$ cat src/rtl/core/bgtg_pkg.sv
`timescale 1ns / 1ps
// ----------------------------------------------------------------------------
// bgtg_pkg: shared types and constants
// Field widths, register indexes, channel codes, luma weights and reset
// values of the gray converter and flip address generator.
// ----------------------------------------------------------------------------
package bgtg_pkg;

    // Fixed field widths.
    localparam int CH_W        = 8;
    localparam int IDX_W       = 24;
    localparam int DIM_REG_W   = 13;
    localparam int CFG_INDEX_W = 3;
    localparam int CFG_DATA_W  = 13;
    localparam int LUMA_W      = 24;

    // Depth of the queue between the front and the back.
    localparam int QUEUE_DEPTH = 4;

    // Register indexes of the configuration port.
    typedef enum logic [CFG_INDEX_W-1:0] {
        CFG_IMAGE_WIDTH    = 3'd0,
        CFG_IMAGE_HEIGHT   = 3'd1,
        CFG_FLIP_MODE      = 3'd2,
        CFG_CHANNEL_SELECT = 3'd3
    } cfg_index_e;

    // Channel selection codes.
    typedef enum logic [1:0] {
        CH_RED   = 2'd0,
        CH_GREEN = 2'd1,
        CH_BLUE  = 2'd2,
        CH_LUMA  = 2'd3
    } channel_e;

    // Bit positions inside the flip mode.
    localparam int FLIP_H_BIT = 0;
    localparam int FLIP_V_BIT = 1;

    // BT.601 luma weights in Q16.
    localparam logic [16:0] LUMA_R_WEIGHT = 17'd19595;
    localparam logic [16:0] LUMA_G_WEIGHT = 17'd38470;
    localparam logic [16:0] LUMA_B_WEIGHT = 17'd7471;

    // Reset values of the registers.
    localparam logic [DIM_REG_W-1:0] WIDTH_RESET  = 13'd640;
    localparam logic [DIM_REG_W-1:0] HEIGHT_RESET = 13'd480;
    localparam logic [1:0]           FLIP_RESET   = 2'd0;

    // One source pixel.
    typedef struct packed {
        logic [CH_W-1:0] red;
        logic [CH_W-1:0] green;
        logic [CH_W-1:0] blue;
    } pix_t;

    // Mode settings shared by the front and the back.
    typedef struct packed {
        logic [1:0] flip;
        channel_e   channel;
    } mode_t;

endpackage

$ cat src/rtl/core/bgtg_if.sv
`timescale 1ns / 1ps
// ----------------------------------------------------------------------------
// bgtg_if: pixel and result channels
// Valid/ready channels for source pixels and for converted results.
// ----------------------------------------------------------------------------
interface bgtg_pix_if;
    logic                      valid;
    logic                      ready;
    logic [bgtg_pkg::CH_W-1:0] red;
    logic [bgtg_pkg::CH_W-1:0] green;
    logic [bgtg_pkg::CH_W-1:0] blue;

    modport source (output valid, output red, output green, output blue, input ready);
    modport sink   (input valid, input red, input green, input blue, output ready);
endinterface

interface bgtg_res_if;
    logic                       valid;
    logic                       ready;
    logic [bgtg_pkg::CH_W-1:0]  gray_value;
    logic [bgtg_pkg::IDX_W-1:0] array_index;
    logic [bgtg_pkg::IDX_W-1:0] bitmap_index;
    logic                       last_pixel;

    modport source (output valid, output gray_value, output array_index,
                    output bitmap_index, output last_pixel, input ready);
    modport sink   (input valid, input gray_value, input array_index,
                    input bitmap_index, input last_pixel, output ready);
endinterface

$ cat src/rtl/core/bgtg_front.sv
`timescale 1ns / 1ps
// ----------------------------------------------------------------------------
// bgtg_front: pixel intake and frame position
// Accepts pixels, walks the column and row counters and resolves the
// flipped coordinates of each item for the back end.
// ----------------------------------------------------------------------------
module bgtg_front #(
    parameter int MAX_DIM = 4096,
    parameter int CW      = $clog2(MAX_DIM),
    parameter int DW      = $clog2(MAX_DIM + 1)
) (
    input  logic                    clk,
    input  logic                    rst_n,
    bgtg_pix_if.sink                pixel,
    input  logic [DW-1:0]           width,
    input  logic [DW-1:0]           height,
    input  bgtg_pkg::mode_t         mode,
    input  logic                    queue_full,
    output logic                    push,
    output logic [3*CW+3*bgtg_pkg::CH_W:0] push_data
);

    typedef struct packed {
        bgtg_pkg::pix_t pix;
        logic [CW-1:0]  xa;
        logic [CW-1:0]  xb;
        logic [CW-1:0]  yy;
        logic           last;
    } desc_t;

    logic [CW-1:0] col_reg, col_next;
    logic [CW-1:0] row_reg, row_next;
    logic [DW-1:0] wm1_full, hm1_full;
    logic [CW-1:0] wm1, hm1, x, y, xr, yr;
    logic          end_row, last;
    desc_t         desc;

    // Dimension limits and clamped position.
    always_comb
    begin
        wm1_full = width - DW'(1);
        hm1_full = height - DW'(1);
        wm1      = wm1_full[CW-1:0];
        hm1      = hm1_full[CW-1:0];
        x        = (DW'(col_reg) < width)  ? col_reg : wm1;
        y        = (DW'(row_reg) < height) ? row_reg : hm1;
        xr       = wm1 - x;
        yr       = hm1 - y;
        end_row  = (x == wm1);
        last     = end_row && (y == hm1);
    end

    // Flipped coordinates of the item.
    always_comb
    begin
        desc.pix.red   = pixel.red;
        desc.pix.green = pixel.green;
        desc.pix.blue  = pixel.blue;
        desc.xa        = mode.flip[bgtg_pkg::FLIP_H_BIT] ? x : xr;
        desc.xb        = mode.flip[bgtg_pkg::FLIP_H_BIT] ? xr : x;
        desc.yy        = mode.flip[bgtg_pkg::FLIP_V_BIT] ? yr : y;
        desc.last      = last;
    end

    assign pixel.ready = !queue_full;
    assign push        = pixel.valid && !queue_full;
    assign push_data   = desc;

    // Counter advance after each accepted item.
    always_comb
    begin
        col_next = col_reg;
        row_next = row_reg;
        if (push)
        begin
            if (end_row)
            begin
                col_next = '0;
                row_next = last ? '0 : CW'(y + 1'b1);
            end
            else
            begin
                col_next = CW'(x + 1'b1);
                row_next = y;
            end
        end
    end

    always_ff @(posedge clk or negedge rst_n)
    begin
        if (!rst_n)
        begin
            col_reg <= '0;
            row_reg <= '0;
        end
        else
        begin
            col_reg <= col_next;
            row_reg <= row_next;
        end
    end

endmodule

$ cat src/rtl/core/bgtg_queue.sv
`timescale 1ns / 1ps
// ----------------------------------------------------------------------------
// bgtg_queue: short item queue
// A small first-in first-out buffer that decouples the front from the back.
// ----------------------------------------------------------------------------
module bgtg_queue #(
    parameter int WIDTH = 8,
    parameter int DEPTH = 4
) (
    input  logic             clk,
    input  logic             rst_n,
    input  logic             push,
    input  logic [WIDTH-1:0] push_data,
    input  logic             pop,
    output logic [WIDTH-1:0] pop_data,
    output logic             full,
    output logic             empty
);

    localparam int AW = (DEPTH > 1) ? $clog2(DEPTH) : 1;
    localparam int NW = $clog2(DEPTH + 1);

    logic [WIDTH-1:0] store_reg [DEPTH];
    logic [AW-1:0]    wr_reg, wr_next;
    logic [AW-1:0]    rd_reg, rd_next;
    logic [NW-1:0]    count_reg, count_next;
    logic             do_push, do_pop;

    assign full     = (count_reg == NW'(DEPTH));
    assign empty    = (count_reg == '0);
    assign do_push  = push && !full;
    assign do_pop   = pop && !empty;
    assign pop_data = store_reg[rd_reg];

    // Pointer and fill bookkeeping.
    always_comb
    begin
        wr_next    = wr_reg;
        rd_next    = rd_reg;
        count_next = count_reg;
        if (do_push)
        begin
            wr_next = (wr_reg == AW'(DEPTH - 1)) ? '0 : AW'(wr_reg + 1'b1);
        end
        if (do_pop)
        begin
            rd_next = (rd_reg == AW'(DEPTH - 1)) ? '0 : AW'(rd_reg + 1'b1);
        end
        if (do_push && !do_pop)
        begin
            count_next = NW'(count_reg + 1'b1);
        end
        else if (do_pop && !do_push)
        begin
            count_next = NW'(count_reg - 1'b1);
        end
    end

    always_ff @(posedge clk or negedge rst_n)
    begin
        if (!rst_n)
        begin
            wr_reg    <= '0;
            rd_reg    <= '0;
            count_reg <= '0;
        end
        else
        begin
            wr_reg    <= wr_next;
            rd_reg    <= rd_next;
            count_reg <= count_next;
        end
    end

    // Item storage.
    always_ff @(posedge clk)
    begin
        if (do_push)
        begin
            store_reg[wr_reg] <= push_data;
        end
    end

endmodule

$ cat src/rtl/core/bgtg_back.sv
`timescale 1ns / 1ps
// ----------------------------------------------------------------------------
// bgtg_back: gray value and destination indices
// Two-stage pipeline: row offset multiply and channel selection, then the
// final index additions into the result register.
// ----------------------------------------------------------------------------
module bgtg_back #(
    parameter int MAX_DIM = 4096,
    parameter int CW      = $clog2(MAX_DIM),
    parameter int DW      = $clog2(MAX_DIM + 1)
) (
    input  logic                           clk,
    input  logic                           rst_n,
    input  logic [DW-1:0]                  width,
    input  logic [bgtg_pkg::IDX_W-1:0]     last_total,
    input  bgtg_pkg::mode_t                mode,
    input  logic                           queue_empty,
    input  logic [3*CW+3*bgtg_pkg::CH_W:0] pop_data,
    output logic                           pop,
    bgtg_res_if.source                     result
);

    localparam int IW = bgtg_pkg::IDX_W;

    typedef struct packed {
        bgtg_pkg::pix_t pix;
        logic [CW-1:0]  xa;
        logic [CW-1:0]  xb;
        logic [CW-1:0]  yy;
        logic           last;
    } desc_t;

    desc_t                       desc;
    logic                        adv;
    logic [bgtg_pkg::LUMA_W-1:0] luma;
    logic [bgtg_pkg::CH_W-1:0]   gray_sel;

    logic                        a_valid_reg;
    logic [IW-1:0]               a_prod_reg;
    logic [IW-1:0]               a_xa_reg;
    logic [IW-1:0]               a_xb_reg;
    logic [bgtg_pkg::CH_W-1:0]   a_gray_reg;
    logic                        a_last_reg;

    logic                        out_valid_reg;
    logic [bgtg_pkg::CH_W-1:0]   out_gray_reg;
    logic [IW-1:0]               out_array_reg;
    logic [IW-1:0]               out_bitmap_reg;
    logic                        out_last_reg;

    assign desc = pop_data;
    assign adv  = !out_valid_reg || result.ready;
    assign pop  = adv && !queue_empty;

    // Channel selection, with luma floored from the Q16 sum.
    always_comb
    begin
        luma = bgtg_pkg::LUMA_W'(bgtg_pkg::LUMA_R_WEIGHT * desc.pix.red)
             + bgtg_pkg::LUMA_W'(bgtg_pkg::LUMA_G_WEIGHT * desc.pix.green)
             + bgtg_pkg::LUMA_W'(bgtg_pkg::LUMA_B_WEIGHT * desc.pix.blue);
        case (mode.channel)
            bgtg_pkg::CH_RED:   gray_sel = desc.pix.red;
            bgtg_pkg::CH_GREEN: gray_sel = desc.pix.green;
            bgtg_pkg::CH_BLUE:  gray_sel = desc.pix.blue;
            default:            gray_sel = luma[bgtg_pkg::LUMA_W-1 -: bgtg_pkg::CH_W];
        endcase
    end

    // First stage: row offset and gray value.
    always_ff @(posedge clk or negedge rst_n)
    begin
        if (!rst_n)
        begin
            a_valid_reg <= 1'b0;
        end
        else if (adv)
        begin
            a_valid_reg <= !queue_empty;
        end
    end

    always_ff @(posedge clk)
    begin
        if (adv)
        begin
            a_prod_reg <= IW'(width * desc.yy);
            a_xa_reg   <= IW'(desc.xa);
            a_xb_reg   <= IW'(desc.xb);
            a_gray_reg <= gray_sel;
            a_last_reg <= desc.last;
        end
    end

    // Second stage: index sums into the result register.
    always_ff @(posedge clk or negedge rst_n)
    begin
        if (!rst_n)
        begin
            out_valid_reg <= 1'b0;
        end
        else if (adv)
        begin
            out_valid_reg <= a_valid_reg;
        end
    end

    always_ff @(posedge clk)
    begin
        if (adv)
        begin
            out_gray_reg   <= a_gray_reg;
            out_array_reg  <= a_xa_reg + a_prod_reg;
            out_bitmap_reg <= last_total - (a_xb_reg + a_prod_reg);
            out_last_reg   <= a_last_reg;
        end
    end

    assign result.valid        = out_valid_reg;
    assign result.gray_value   = out_gray_reg;
    assign result.array_index  = out_array_reg;
    assign result.bitmap_index = out_bitmap_reg;
    assign result.last_pixel   = out_last_reg;

endmodule

$ cat src/rtl/core/bgra_to_gray_flip_writer.sv
`timescale 1ns / 1ps
// ----------------------------------------------------------------------------
// bgra_to_gray_flip_writer: gray converter with flipped bitmap addressing
// Converts source pixels to gray values and gives each one its place in the
// gray sample array and in a 24-bit bitmap under the selected flip mode.
// ----------------------------------------------------------------------------
// The block takes one pixel per clock while its queue is not full and gives
// one result per clock while the output is ready; a result passes through the
// queue, the first stage register and the result register. The front
// resolves the frame position with registered column and row counters, a
// four-entry queue lets it keep accepting pixels while the output is stalled,
// and the back computes the row offset in its first stage and the indices in
// its second. Width and height of zero act as one and values above MAX_DIM
// act as MAX_DIM. Registers are to be written by the user only while no pixel
// is in flight; the block does not enforce it. The counters carry over a write.
module bgra_to_gray_flip_writer #(
    parameter int MAX_DIM = 4096
) (
    input  logic                                clk,
    input  logic                                rst_n,
    bgtg_pix_if.sink                            pixel,
    bgtg_res_if.source                          result,
    input  logic                                cfg_write,
    input  logic [bgtg_pkg::CFG_INDEX_W-1:0]    cfg_index,
    input  logic [bgtg_pkg::CFG_DATA_W-1:0]     cfg_data
);

    localparam int CW     = $clog2(MAX_DIM);
    localparam int DW     = $clog2(MAX_DIM + 1);
    localparam int RW     = bgtg_pkg::DIM_REG_W;
    localparam int CMP_W  = (DW > RW) ? DW : RW;
    localparam int DESC_W = 3 * CW + 3 * bgtg_pkg::CH_W + 1;

    logic [RW-1:0]                width_reg;
    logic [RW-1:0]                height_reg;
    bgtg_pkg::mode_t              mode_reg;
    logic [bgtg_pkg::IDX_W-1:0]   total_reg;
    logic [CMP_W-1:0]             w_ext, h_ext;
    logic [DW-1:0]                width_eff, height_eff;

    logic                         push, pop, queue_full, queue_empty;
    logic [DESC_W-1:0]            push_data, pop_data;

    // Configuration registers.
    always_ff @(posedge clk or negedge rst_n)
    begin
        if (!rst_n)
        begin
            width_reg        <= bgtg_pkg::WIDTH_RESET;
            height_reg       <= bgtg_pkg::HEIGHT_RESET;
            mode_reg.flip    <= bgtg_pkg::FLIP_RESET;
            mode_reg.channel <= bgtg_pkg::CH_LUMA;
        end
        else if (cfg_write)
        begin
            case (cfg_index)
                bgtg_pkg::CFG_IMAGE_WIDTH:    width_reg        <= cfg_data[RW-1:0];
                bgtg_pkg::CFG_IMAGE_HEIGHT:   height_reg       <= cfg_data[RW-1:0];
                bgtg_pkg::CFG_FLIP_MODE:      mode_reg.flip    <= cfg_data[1:0];
                bgtg_pkg::CFG_CHANNEL_SELECT:
                    mode_reg.channel <= bgtg_pkg::channel_e'(cfg_data[1:0]);
                default: ;
            endcase
        end
    end

    // Effective dimensions: zero acts as one, oversize acts as the limit.
    always_comb
    begin
        w_ext = CMP_W'(width_reg);
        h_ext = CMP_W'(height_reg);
        if (w_ext == '0)
            width_eff = DW'(1);
        else if (w_ext > CMP_W'(MAX_DIM))
            width_eff = DW'(MAX_DIM);
        else
            width_eff = DW'(w_ext);
        if (h_ext == '0)
            height_eff = DW'(1);
        else if (h_ext > CMP_W'(MAX_DIM))
            height_eff = DW'(MAX_DIM);
        else
            height_eff = DW'(h_ext);
    end

    // Index of the final bitmap pixel, refreshed every cycle.
    always_ff @(posedge clk)
    begin
        total_reg <= bgtg_pkg::IDX_W'(width_eff * height_eff) - bgtg_pkg::IDX_W'(1);
    end

    bgtg_front #(
        .MAX_DIM (MAX_DIM)
    ) u_front (
        .clk        (clk),
        .rst_n      (rst_n),
        .pixel      (pixel),
        .width      (width_eff),
        .height     (height_eff),
        .mode       (mode_reg),
        .queue_full (queue_full),
        .push       (push),
        .push_data  (push_data)
    );

    bgtg_queue #(
        .WIDTH (DESC_W),
        .DEPTH (bgtg_pkg::QUEUE_DEPTH)
    ) u_queue (
        .clk       (clk),
        .rst_n     (rst_n),
        .push      (push),
        .push_data (push_data),
        .pop       (pop),
        .pop_data  (pop_data),
        .full      (queue_full),
        .empty     (queue_empty)
    );

    bgtg_back #(
        .MAX_DIM (MAX_DIM)
    ) u_back (
        .clk         (clk),
        .rst_n       (rst_n),
        .width       (width_eff),
        .last_total  (total_reg),
        .mode        (mode_reg),
        .queue_empty (queue_empty),
        .pop_data    (pop_data),
        .pop         (pop),
        .result      (result)
    );

endmodule
$ cat src/flat_wrapper.sv
// flat-port wrapper written by rule: the top's interface ports become plain ports
module bgra_to_gray_flip_writer_flat 
#(
    parameter int MAX_DIM = 4096
)
  (clk, rst_n, cfg_write, cfg_index, cfg_data, pixel_valid, pixel_red, pixel_green, pixel_blue, pixel_ready, result_valid, result_gray_value, result_array_index, result_bitmap_index, result_last_pixel, result_ready);
  bgtg_pix_if pixel_i ();
  bgtg_res_if result_i ();
  input  logic clk;
  input  logic rst_n;
  input  logic cfg_write;
  input  logic [bgtg_pkg::CFG_INDEX_W-1:0] cfg_index;
  input  logic [bgtg_pkg::CFG_DATA_W-1:0] cfg_data;
  input wire logic [$bits(pixel_i.valid)-1:0] pixel_valid;
  input wire logic [$bits(pixel_i.red)-1:0] pixel_red;
  input wire logic [$bits(pixel_i.green)-1:0] pixel_green;
  input wire logic [$bits(pixel_i.blue)-1:0] pixel_blue;
  output wire logic [$bits(pixel_i.ready)-1:0] pixel_ready;
  output wire logic [$bits(result_i.valid)-1:0] result_valid;
  output wire logic [$bits(result_i.gray_value)-1:0] result_gray_value;
  output wire logic [$bits(result_i.array_index)-1:0] result_array_index;
  output wire logic [$bits(result_i.bitmap_index)-1:0] result_bitmap_index;
  output wire logic [$bits(result_i.last_pixel)-1:0] result_last_pixel;
  input wire logic [$bits(result_i.ready)-1:0] result_ready;
  assign pixel_i.valid = pixel_valid;
  assign pixel_i.red = pixel_red;
  assign pixel_i.green = pixel_green;
  assign pixel_i.blue = pixel_blue;
  assign pixel_ready = pixel_i.ready;
  assign result_valid = result_i.valid;
  assign result_gray_value = result_i.gray_value;
  assign result_array_index = result_i.array_index;
  assign result_bitmap_index = result_i.bitmap_index;
  assign result_last_pixel = result_i.last_pixel;
  assign result_i.ready = result_ready;
  bgra_to_gray_flip_writer #(.MAX_DIM(MAX_DIM)) u_core (.clk(clk), .rst_n(rst_n), .pixel(pixel_i), .result(result_i), .cfg_write(cfg_write), .cfg_index(cfg_index), .cfg_data(cfg_data));
endmodule
$ cat config.mk
export PLATFORM = sky130hd
export DESIGN_NAME = bgra_to_gray_flip_writer_flat
export DESIGN_NICKNAME = d
export VERILOG_FILES = /design/src/rtl/core/bgtg_pkg.sv /design/src/rtl/core/bgtg_if.sv /design/src/rtl/core/bgtg_front.sv /design/src/rtl/core/bgtg_queue.sv /design/src/rtl/core/bgtg_back.sv /design/src/rtl/core/bgra_to_gray_flip_writer.sv /design/src/flat_wrapper.sv
export SDC_FILE = /design/constraint.sdc
export NUM_CORES = 2
export LEC_CHECK = 0
export ABC_AREA = 1
export BUFFER_PORTS_ARGS = -buffer_cell sky130_fd_sc_hd__buf_4
export CORE_ASPECT_RATIO = 1.4
export CORE_MARGIN = 1
export CORE_UTILIZATION = 40
export CTS_CLUSTER_SIZE = 20
export DETAILED_ROUTE_END_ITERATION = 12
export PLACE_DENSITY = 0.57
export SYNTH_ARGS = -nofsm -noshare
export SYNTH_HDL_FRONTEND = slang
export SYNTH_SLANG_ARGS = --single-unit
$ cat constraint.sdc
create_clock -name clk -period 7.67 [get_ports clk]
set_input_delay 1.1505 -clock clk [delete_from_list [all_inputs] [get_ports clk]]
set_output_delay 1.1505 -clock clk [all_outputs]
set_load 0.05 [all_outputs]
==> impl_metrics.toml <==
[finish]
synthToLayoutAreaGrowth_pct = 11.9
largest_reg_flops = 244
final_nets = 5072
layout-drive-gt1-share_pct = 9.65

[sta]
hold_ws_ps = 423
maxSlewHeadroom_pct = 25.3
worst_pin_slew_ps = 1120
slew_violations = 0
period_minus_slack_ps = 7310
rsz0062_at_grt = "yes"
clock.fmax_ghz = 0.137
setup_viol = 0
tns_ps = 0
finalCritPeriodShare_pct = 95.3
fin_skew_ps = 40.2
hold_violations = 0

[logic_synthesis]
syn_nets = 4894
synth_edf_count = 358
synth_cell_types = 56
synthCells = 4084
synth_adder_area_share_pct = 32.4
ys.warnings.count = 0
yosysSeqAreaShare_pct = 33.6
syn_avg_cell_area_um2 = 9.35
synth_xor_xnor_area_share_pct = 3.42
synth_mux_area_share_pct = 0
synth_top_family_by_area = "adder cells"
synth_compound_area_share_pct = 7.45
synthArstFlopShare_pct = 14.2
ys_seq_elements = 445
synth_ff_type = "edfxtp_1"
synthSimpleGateAreaFrac_pct = 14.6
netlist_area_um2 = 38200

[floorplan]
core_um2 = 94200
die_x_um = 263
pin_count = 104
die_y_um = 368
dieArea_um2 = 96700
rows = 133
initial_core_util_pct = 40.5

[setup_path]
cp-start-kind = "flip-flop"
cpMostUsedCell = "fa_1"
crit_slowest_cell = "dfrtp_4"
worstSetupEndpointType = "flip-flop"
cp_max_fo = 6
worst-setup-path-type = "reg2reg"
arrival_ps = 7650
critPathMaxStageDelay_ps = 530
required_ps = 8000

[clock_network]
cts_tree = "built"
clock_latency_ps = 610
clock-sinks = 445
cts_buffers = 47
htreeDepth = 2
clk_path_buf_depth = 3
clkTransAtPathRegs_ps = 70
cts_hold_buf = 0
root_buffer = "clkbuf_16"

[global_route]
gr-total-overflow = 0
grt_pass1_vias = 29045
antenna_found_initial = 4
grtUsageTotal_pct = 22.0
grt_max_degree = 75
grt_pass1_wl_um = 163000

[placement]
hpwl_um = 82100
portBuffers = 103
gp_congestion = 0.924

[job]
drv_cap = 0

[detailed_routing]
drc = 0
drt_pass1_iterations = 6
route.vias.total = 27886
drt.antenna.violating_nets = 0
vias_per_cell = 5.05
wl_um = 104000
wire_per_inst_um = 18.9
first_iter_violations = 1581

[worst_hold_path]
hp-class = "reg2reg"

[outcome]
run_status = "completed"
==> metrics by stage <==
stage / cell area (µm²) / cells / setup slack, ps / util (%)
finish: 42700 / 5517 / 358 / 45.4
global placement: 41100 / 5425 / -18.8 / 43.6
detailed placement: 41100 / 5425 / -72.5 / 43.6
global route: 42700 / 5516 / -6.12 / 45.4
floorplan: 38200 / 4084 / 13.1 / -
CTS: 42600 / 5511 / 14.8 / 45.2
==> layer usage <==
layer / routed length (µm) / GRT usage (%) / vias up
met1: 40800 / 24.6 / 13698
met4: 5550 / 10.9 / 2
met5: 15 / 0 / -
met2: 54400 / 41.3 / 557
met3: 3530 / 2.31 / 189
li1: - / - / 13440
==> kinds of logic after synthesis <==
kind of cell / after synthesis
flip-flops: 445
adder cells (fa/ha/maj): 765
buffers and inverters: 862
XOR/XNOR: 149
AND/OR/NAND/NOR: 1356
AO/OA/AOI/OAI: 507
==> critical path: cells and delay by family (launching register included) <==
kind | cells | cell delay, ps
adders and majority gates | 10 | 3730
AOI/OAI and AO/OA | 10 | 1120
and+or+nand+nor | 5 | 940
buffers and inverters | 6 | 580
DFF | 1 | 530
xor gates and xnor gates | 1 | 170
==> cell type report <==
cell class | instances | area [µm²]
diodes | 3 | 7.51
clock buffers | 58 | 1270
clock inverters | 28 | 250
fillers | 9170 | 51500
inverters | 756 | 2850
multi-input cells | 2777 | 22200
flip-flops and latches | 445 | 12800
well taps | 1215 | 1520
repair buffers | 235 | 1780
==> cell usage after synthesis (4+ instances only) <==
cell type    n  share of area [%]
nand3_1    138                1.8
a21boi_0     5              0.098
nand2_1    796                7.8
inv_2        7              0.069
o21bai_1    11               0.22
buf_2        6              0.079
clkinv_1     9              0.088
o21a_1       5              0.098
a21oi_1    154                2.0
o221ai_1     7               0.16
o21ai_0    212                2.8
a211oi_1     7               0.14
or2_2        5              0.082
buf_6        4               0.12
nor2_2      10               0.16
a21o_1       9               0.18
buf_1       11               0.11
o21ai_2     10               0.23
nand2_4      5               0.15
a32oi_1      4              0.092
nor2_1     321                3.2
xor2_1     106                2.4
xnor2_1     43               0.99
dfrtp_1     55                3.6
o22ai_1     46               0.75
nor3_1      18               0.24
nand4_1     22               0.36
nand2_2     21               0.34
o21ai_1      9               0.12
ha_1       394                 13
a31oi_1     13               0.21
edfxtp_1   358                 28
fa_1       371                 19
dfstp_2      8               0.55
clkbuf_1    82               0.81
dfxtp_1     24                1.3
inv_1      740                7.3
==> worst paths after layout <==
kind                                             start                            endpoint  slack [ps]  cells past startpoint
max in group asynchronous                        rst_n            u_core.u_queue.rd_reg[0]        6260                      1
setup reg to reg              u_core.u_queue.rd_reg[0]         u_core.u_back.a_gray_reg[3]         360                     32
setup / recovery              u_core.u_queue.rd_reg[0]         u_core.u_back.a_gray_reg[3]         360                     32
min in group asynchronous                        rst_n                    u_core.w_ext[12]         670                      1
hold / removal             u_core.u_back.a_gray_reg[6]  u_core.u_back.result.gray_value[6]         420                      0
hold reg to reg            u_core.u_back.a_gray_reg[6]  u_core.u_back.result.gray_value[6]         420                      0
==> placed cells by master, fill, tap and decap left out, drive strengths merged, types with 9 or more instances in the layout <==
cell | Yosys | routed
nand2 | 823 | 823
inv | 747 | 750
ha | 394 | 394
fa | 371 | 371
edfxtp | 358 | 358
nor2 | 334 | 334
buf | 24 | 235
o21ai | 231 | 231
a21oi | 154 | 154
nand3 | 141 | 141
xor2 | 106 | 106
clkbuf | 82 | 58
dfrtp | 55 | 55
o22ai | 46 | 46
xnor2 | 43 | 43
clkinv | 9 | 29
dfxtp | 24 | 24
nand4 | 22 | 22
nor3 | 20 | 20
a31oi | 14 | 14
o21bai | 11 | 11
a21o | 9 | 9
==> repair_timing <==
item	CTS	global route
endpoints found under the setup margin	3	9
setup buffers	0	3
gates resized for setup	2	31
pin swaps	1	12
Power is left out: the tool's default activity adds up to more than one toggle a clock period on the data nets, which glitch-free logic cannot reach.
